## src/rtl/wwmr_ram.sv

```systemverilog
// Generic single-write, single-read RAM with registered read data.
module wwmr_ram #(
    parameter int WIDTH = 8,
    parameter int DEPTH = 64,
    parameter int AW = (DEPTH > 1) ? $clog2(DEPTH) : 1
) (
    input  logic             clk,
    input  logic             we,
    input  logic [AW-1:0]    waddr,
    input  logic [WIDTH-1:0] wdata,
    input  logic [AW-1:0]    raddr,
    output logic [WIDTH-1:0] rdata
);
    logic [WIDTH-1:0] mem [DEPTH];

    always_ff @(posedge clk)
    begin
        if (we)
        begin
            mem[waddr] <= wdata;
        end
        rdata <= mem[raddr];
    end
endmodule

```

## config.mk

```make
export PLATFORM = sky130hd
export DESIGN_NAME = wwmr_ram
export DESIGN_NICKNAME = d
export VERILOG_FILES = /design/src/rtl/wwmr_ram.sv
export SDC_FILE = /design/constraint.sdc
export NUM_CORES = 1
export LEC_CHECK = 0
export ABC_AREA = 1
export BUFFER_PORTS_ARGS = -buffer_cell sky130_fd_sc_hd__buf_4
export CORE_UTILIZATION = 65
export CTS_CLUSTER_DIAMETER = 30
export DETAILED_ROUTE_END_ITERATION = 16
export PLACE_DENSITY = 0.82
export SLEW_MARGIN = 20
export SYNTH_ARGS = -nofsm -noshare
export SYNTH_HDL_FRONTEND = slang
export SYNTH_SLANG_ARGS = --single-unit
```

## constraint.sdc

```tcl
create_clock -name clk -period 4.92 [get_ports clk]
set_input_delay 0.984 -clock clk [delete_from_list [all_inputs] [get_ports clk]]
set_output_delay 0.984 -clock clk [all_outputs]
set_load 0.03 [all_outputs]
```

== Word level (Yosys, flattened, before mapping) ==
Memories as Yosys holds them, arrays and structs flattened. A register that Yosys moved wholly into a read port is not among the register bits.
Index checks and enable logic that the tools add are counted.
Word-level totals
  output and inout port bits: 8
  memories kept: 1
  RAM bits: 512
  flip-flop bits (word level): 0
  input port bits: 22
  logic and storage cells: 3
Operators by class
  mux-type cells: 2
Memory list
  mem: depth 64, width 8, rd ports 1, clocked after Yosys merged registers in 1, wr ports 1, line 14  | logic [WIDTH-1:0] mem [DEPTH];
Operator list (count)
  1-bit two-way mux: 2

== Longest topological paths before layout ==
Gate-level depths: netlist (run 1).
  depth after elaboration: 2
  mapped depth: 12
  depth with buffers taken out: 9

== Worst setup path before layout (run 1) ==
No wires, ideal clock.
  path type: input port to flip-flop
  from: in we
  to: mem mem[48][0], enable pin
  data required time: 4525 ps
  setup time: 395 ps
  setup slack: 2170 ps
  cell stages on the path: 3
  data arrival time: 2355 ps
  path buffers: 1
  path through: clkbuf_1 > nand4_1 > nor4_1
On the way
  longest elaborated chain between the ends: 2
RTL lines
  from (decl): line 8  | input logic we,
  1-bit two-way mux: line 18  | if (we)
  1-bit two-way mux (not written as such): line 20  | mem[waddr] <= wdata;
  to (decl): line 14
No other way between the ends.

== Final worst setup path (run 1) ==
  from: in waddr[0]
  to: mem mem[2][5], enable pin
RTL lines
  from (decl): line 9  | input logic [AW-1:0] waddr,
Straight into the memory's write port.

==> results.md, run 1 <==
- Status: completed
- Metal2 WL: 25.1 mm
- Row cnt: 65
- Unrepaired setup endpoints after global routing: no
- Wire length per cell: 22.4 µm
- Met1 WL: 18.8 mm
- Crit path launch type: input port
- Worst-Margin Slew: 1.20 ns
- Critical path cell sequence: buf_4 -> inv_1 -> nand4_1 -> nor2_1
- Most frequent cells after synthesis: nand2_1, edfxtp_1, nand3_1, nor2_1, buf_2
- Leakage Power: 0.00897 µW
- Final GP Congestion: 0.874
- Max Used Layer: met5
- Xor-xnor portion of the synthesized cell area: 0%
- Hold Path Origin: raddr[5]
- CTS tree: built
- Worst-skew pair later-pin latency: 0.61 ns
- I/O pins: 30
- Syn_area_per_cell: 11.8 µm²
- FF-to-FF End: rdata[7]$_DFF_P_
- Number of nets in the layout: 1852
- Number of synthesized flops with an enable pin: 512
- Vias in the first global route: 14800
- Synth top area cells: edfxtp_1, nand2_1, nand3_1, buf_6, nor2_1
- Synthesized area: 21300 µm²
- Seq cells post-synth: 520
- Fin cells: 2337
- Hold depth: 3
- Dpl cells: 2176
- FF/Latch Area: 15500 µm²
- Post-CTS Hold Fix Bufs: 0
- First-pass GRT wire length: 80.3 mm
- Adder-cell share of the synthesized area: 0%
- P per Cell Area: 479 nW/µm²
- Routed wire length on met3: 6.28 mm
- Hold slack: 0.696 ns
- FFs w/ async S/R, synth: 0%
- VDD IR max: 490 µV
- Full die area: 33600 µm²
- Setup bufs post-CTS: 0
- Reg2Reg Depth: 8
- Syn_nets: 1827
- Iteration-0 DRC Markers: 2250
- FMAX: 356 MHz
- Worst Hold Path EP: rdata[2]$_DFF_P_
- CTS clk-pin slew, worst paths: 0.06 ns
- Post-synthesis compound-gate area fraction: 0%
- Slew headroom: 20.0%
- CP max FO: 9
- MaxCap Viol Count: 0
- R2R setup slack: 3.46 ns
- Kind of end point of the critical path: flop
- Total negative setup slack: 0 ns
- Via/cell ratio: 6.26
- Setup CP Type: input port to flop
- Post-DP HPWL: 27.2 mm
- Pin count of the biggest net entering global routing: 257
- DR pass1 iterations: 6
- Slowest cell delay on critical path: 0.89 ns
- Vias: 14600
- Initial Util: 66.8%
- Fin crit period: 2.81 ns
- Final max-slew violation count: 0
- Yosys cell types: 16
- Chip height: 183 µm
- Final wirelength: 52.4 mm
- I/O Buffers: 29
- Largest family of logic cells by synthesized area: simple AND/OR/NAND/NOR gates
- Area of the multi-input gates: 4950 µm²
- Post-cts gate resize count: 0
- Sequential share of the synthesized area: 72.8%
- Final Setup Violations: 0
- Core area: 32000 µm²
- Root buf cell: clkbuf_16
- Routed Antenna Nets: 0
- Total CTS buffers: 87
- Slowest stage cell, crit path: nor2_1
- Launch point of the worst reg-to-reg path: mem[51][7]$_DFFE_PP_
- Total track usage: 32.2%
- Top cell type's share of synthesized area: 72.0%
- Worst Path Buf+Inv: 2
- Layout area overhead: 15.1%
- Layout cells sized above 1: 10.3%
- Remaining DRCs: 0
- Worst clock skew: 0.0282 ns
- Final hold vios: 0
- Ys Warns: 0
- Mux contribution to synthesized area: 0%
- Hold Crit Class: input port to flop
- Ant. Diodes: 0
- Most common flop cell mapped by yosys: edfxtp_1
- Chip width: 183 µm
- WP data arrival: 3.03 ns
- Fill count: 1759
- Synth Area in Simple Gates: 23.2%
- Fin crit share: 57.1%
- Crit path max-delay family: simple AND/OR/NAND/NOR gates
- CTS Sinks: 520
- Longest Clk Path Bufs: 3
- Syn Inst Count: 1805
- Largest area contributor in the netlist: edfxtp_1
- WP data required: 5.14 ns
- Count leader, synth: nand2_1
- Depth of the CTS H-tree: 3
- Initial antenna violation count: 2
- Total gr overflow: 0
==> layer usage <==
layer / GRT usage (%) / vias up
met5: 0 / -
met4: 15.8 / 2
met3: 7.68 / 186
met2: 51.9 / 1066
met1: 41.6 / 6960
li1: - / 6422
==> cell usage in the layout, fill, tap and decap left out, types with 7 or more instances in the layout <==
master,instances
clkbuf_16,87
bufinv_16,14
nand3_1,439
nand2_1,648
nand4_1,9
clkinvlp_4,7
dfxtp_1,8
nor2_1,56
clkinv_4,11
edfxtp_1,512
clkinv_2,12
inv_6,9
inv_1,8
buf_4,45
clkbuf_1,8
clkinv_1,11
nor4_1,8
==> worst max-delay path by stage <==
stage	to	start	cells past startpoint
3_5_place_dp	mem[14][3]$_DFFE_PP_	waddr[0]	4
3_3_place_gp	mem[59][4]$_DFFE_PP_	waddr[2]	4
6_report	mem[2][5]$_DFFE_PP_	waddr[0]	4
2_1_floorplan	mem[48][0]$_DFFE_PP_	we	3
4_1_cts	mem[16][1]$_DFFE_PP_	waddr[0]	4
5_1_grt	mem[10][5]$_DFFE_PP_	waddr[0]	4
==> final cells by class <==
type                    count  area share (%)
inverters                  12           0.214
clock buffers              95            8.99
repair buffers             49            1.67
clock inverters            66            3.49
flip-flops and latches    520            63.3
multi-input cells        1160            20.1
well taps                 435            2.22
==> where the power goes <==
group / internal (µW) / switching, µW / total (µW)
Clock: 4030 / 2210 / 6240
Combinational: 139 / 447 / 586
Sequential: 4910 / 12.8 / 4930
==> kinds of logic (layout without fill, tap and decap cells) <==
group | after synthesis | in the layout
buf+inv | 125 | 222
flops | 520 | 520
simple gates | 1160 | 1160
==> sequential cells by signal (all words and copies together), names as in the netlist <==
name and count:
mem 512, rdata 8
==> stage by stage <==
| stage | setup WS (ns) | utilization, % | total power (µW) | cell area (µm²) |
|---|---|---|---|---|
| CTS | 2.25 | 76.8 | 11700 | 24600 |
| floorplan | 2.17 | - | 5370 | 21300 |
| global placement | 1.81 | 67.2 | 5550 | 21500 |
| detailed placement | 1.74 | 67.2 | 5560 | 21500 |
| global route | 2.11 | 76.8 | 12000 | 24600 |
| finish | 2.11 | 76.8 | 11800 | 24600 |
==> worst reg2reg max path, cell delays in order, from the launching register on <==
cell	delay (ns)
edfxtp_1	0.37
nand2_1	0.08
nand3_1	0.10
nand3_1	0.15
nand2_1	0.07
nand2_1	0.06
nand3_1	0.23
nand3_1	0.17
nand2_1	0.08
(Power assumes the default switching activity.)
==> run 2, diff against run 1 <==
Settings changed: ABC_AREA 1 to 0, CORE_UTILIZATION 65 to 56, PLACE_DENSITY 0.82 to 0.75.
Clock period 4.92 ns to 2.51 ns, I/O delays scaled along.
==> results.md, run 2 <==
- Status: completed
- Iteration-0 DRC Markers: 1355 (-40%)
- Row cnt: 69 (+6.2%)
- Layout area overhead: 23.1%
- I/O pins: 30 (unchanged)
- Yosys cell types: 40 (+24)
- Synthesized area: 20200 µm² (-5.5%)
- CTS Sinks: 520 (unchanged)
- Root buf cell: clkbuf_16
- FF-to-FF End: rdata[1]$_DFF_P_
- Max reg flops: 512 (unchanged)
- FFs w/ async S/R, synth: 0% (unchanged)
- First-pass GRT wire length: 69.6 mm (-13%)
- Setup CP Type: flop to flop
- Total track usage: 26.7% (-5.6 points)
- Routed Antenna Nets: 0 (unchanged)
- Int Power: 17900 µW (+97%)
- Switch Pwr: 4930 µW (+84%)
- Power after layout: 22800 µW (+94%)
- MaxCap Viol Count: 0 (unchanged)
- Setup bufs post-CTS: 0 (unchanged)
- Pin count of the biggest net entering global routing: 65 (-75%)
- Number of synthesized flops with an enable pin: 512 (unchanged)
- CTS clk-pin slew, worst paths: 0.05 ns (about the same)
- Remaining DRCs: 0 (unchanged)
- Worst Hold Path EP: rdata[3]$_DFF_P_
- Crit path launch type: flop
- Post-cts gate resize count: 0 (unchanged)
- Total CTS buffers: 89 (+2.3%)
- Launch point of the worst reg-to-reg path: mem[47][1]$_DFFE_PP_
- Sw Share: 21.6% (-1.2 points)
- Most frequent cells after synthesis: edfxtp_1, mux4_2, nor2_1, mux2i_1, nand2_1
- Count leader, synth: edfxtp_1
- Slowest cell delay on critical path: 0.50 ns (-0.39 ns)
- Unrepaired setup endpoints after global routing: no
- I/O Buffers: 29 (unchanged)
- Cell area after layout: 24800 µm² (+1.1%)
- Fin crit period: 2.02 ns
- Final hold vios: 0 (unchanged)
- Slowest stage cell, crit path: mux4_2
- R2R setup slack: 0.49 ns (-2.97 ns)
- Logic pwr share: 4.4% (-0.6 points)
- Total negative setup slack: 0 ns (unchanged)
- Vias in the first global route: 10900 (-26%)
- Worst Path Buf+Inv: 1 (-1)
- Commonest cells after routing, fill and taps aside: edfxtp_1, buf_4, mux4_2, clkbuf_16, nor2_1
- Clock power share: 53.3% (+0.2 points)
- Number of nets in the layout: 1160 (-37%)
- Wire length per cell: 28.1 µm (+25%)
- Via/cell ratio: 6.38 (+1.9%)
- Syn_nets: 962 (-47%)
- Most flop-heavy register: mem
- Sequential share of the synthesized area: 77.0% (+4.2 points)
- Seq cells post-synth: 520 (unchanged)
- Top cell type's share of synthesized area: 76.2% (+4.2 points)
- CTS tree: built
- Sequential Power Share: 42.3% (+0.4 points)
- Full die area: 36800 µm² (+9.6%)
- Final Setup Violations: 0 (unchanged)
- Total gr overflow: 0 (unchanged)
- Post-DP HPWL: 26.9 mm (-1.1%)
- Worst clock skew: 0.0224 ns (-0.00577 ns)
- Final wirelength: 47.0 mm (-10%)
- Post-CTS Hold Fix Bufs: 0 (unchanged)
- Initial antenna violation count: 0 (-2)
- Worst-skew pair later-pin latency: 0.61 ns (about the same)
- VDD IR max: 601 µV (+23%)
- WP data arrival: 2.48 ns (-0.55 ns)
- Largest area contributor in the netlist: edfxtp_1
- Hold Crit Class: input port to flop
- CP max FO: 1 (-8)
- Slew headroom: 47.7% (+28 points)
- Synth top area cells: edfxtp_1, mux4_2, nor2_1, mux2i_1, dfxtp_1
- Final GP Congestion: 0.866 (-0.92%)
- Ant. Diodes: 0 (unchanged)
- Chip height: 192 µm (+4.7%)
- Chip width: 192 µm (+4.7%)
- Syn_area_per_cell: 21.5 µm² (+81%)
- Worst-Margin Slew: 0.784 ns (-0.416 ns)
- Ys Warns: 0 (unchanged)
- WP data required: 2.98 ns (-2.16 ns)
- Critical path cell sequence: mux4_2 -> mux2_2 -> a221oi_1 -> buf_4 -> o2bb2ai_1
- Syn Inst Count: 940 (-48%)
- Most common flop cell mapped by yosys: edfxtp_1
- P per Cell Area: 920 nW/µm² (+92%)
- Largest registers: mem x512, rdata x8
- Hold Path Origin: raddr[5]
- Depth of the CTS H-tree: 3 (unchanged)
- Leakage Power: 0.00827 µW (-7.8%)
- Commonest non-fill, non-tap cell in the layout: edfxtp_1
- DR pass1 iterations: 5 (-1)
- Vias: 10700 (-27%)
- FMAX: 496 MHz
- Hold depth: 2 (-1)
- Fin crit share: 80.4%
- Longest Clk Path Bufs: 3 (unchanged)
- Layout cells sized above 1: 37.0% (+27 points)
- Kind of end point of the critical path: flop
- Reg2Reg Depth: 5 (-3)
- Placed cell area: 21800 µm² (+1.3%)
- Final max-slew violation count: 0 (unchanged)
- Initial Util: 56.8% (-9.9 points)
- Crit path max-delay family: multiplexers
- Core area: 35500 µm² (+11%)
[run 2: cell types whose count changed after synthesis, moves of 14 or more]
cell | before | now
buf_2 | 37 | 11
buf_6 | 35 | 4
mux2i_1 | 0 | 23
mux4_2 | 0 | 126
nand2_1 | 648 | 19
nand3_1 | 439 | 13
nor2_1 | 56 | 83
nor2b_1 | 0 | 14
[run 2: logic make-up (layout without fill, tap and decap cells)]
group,count (synthesis),after routing,synth area share [%]
AO/OA/AOI/OAI,54,54,2.07
buffers and inverters,51,322,1.57
flip-flops,520,520,77.0
multiplexers,162,162,15.9
AND/OR/NAND/NOR,153,153,3.39
[run 2: cell type report]
class / count / area (µm²)
clock inverters: 62 / 774
fillers: 1969 / 10700
multi-input cells: 369 / 4320
clock buffers: 102 / 2290
repair buffers: 158 / 1330
well taps: 461 / 577
flip-flops and latches: 520 / 15500
[run 2: stage by stage]
stage	setup WS, ns	std cells	hold slack (ns)	utilization [%]
2_1_floorplan	0.340	940	0.601	-
3_3_place_gp	-0.0506	1508	0.816	61.3
3_5_place_dp	-0.0660	1508	0.797	61.3
4_1_cts	0.465	1672	0.277	69.9
5_1_grt	0.409	1672	0.299	69.9
6_report	0.493	1672	0.318	69.9
[run 2: worst register-to-register path, stage by stage, from the launching register on]
cell	delay, ns
edfxtp_1	0.35
mux4_2	0.50
mux2_2	0.30
a221oi_1	0.44
buf_4	0.19
o2bb2ai_1	0.10
[run 2: worst max path at each step]
stage	depth (start not counted)	from	to
after global placement	7	raddr[1]	rdata[1]$_DFF_P_
after global routing	5	mem[41][1]$_DFFE_PP_	rdata[1]$_DFF_P_
final	5	mem[47][1]$_DFFE_PP_	rdata[1]$_DFF_P_
after detailed placement	7	raddr[1]	rdata[1]$_DFF_P_
after CTS	5	mem[47][1]$_DFFE_PP_	rdata[1]$_DFF_P_
after floorplan	7	raddr[1]	rdata[3]$_DFF_P_
[run 2: power by group through the flow]
stage               Clock [µW]  Combinational [µW]  Sequential, µW
floorplan                    0                 512            9840
global placement             0                 966            9820
detailed placement           0                 985            9820
CTS                      12300                 999            9660
global route             12600                1050            9660
finish                   12200                 999            9660
[run 2: routing by layer]
metal,global-route usage [%],vias up,wire length [µm],share of wire (%)
li1,-,4368,-,-
met1,37.8,5524,18300,39
met2,41.7,685,22900,49
met3,5.17,95,4470,9.5
met4,9.80,0,1350,2.9
met5,0,-,0,0
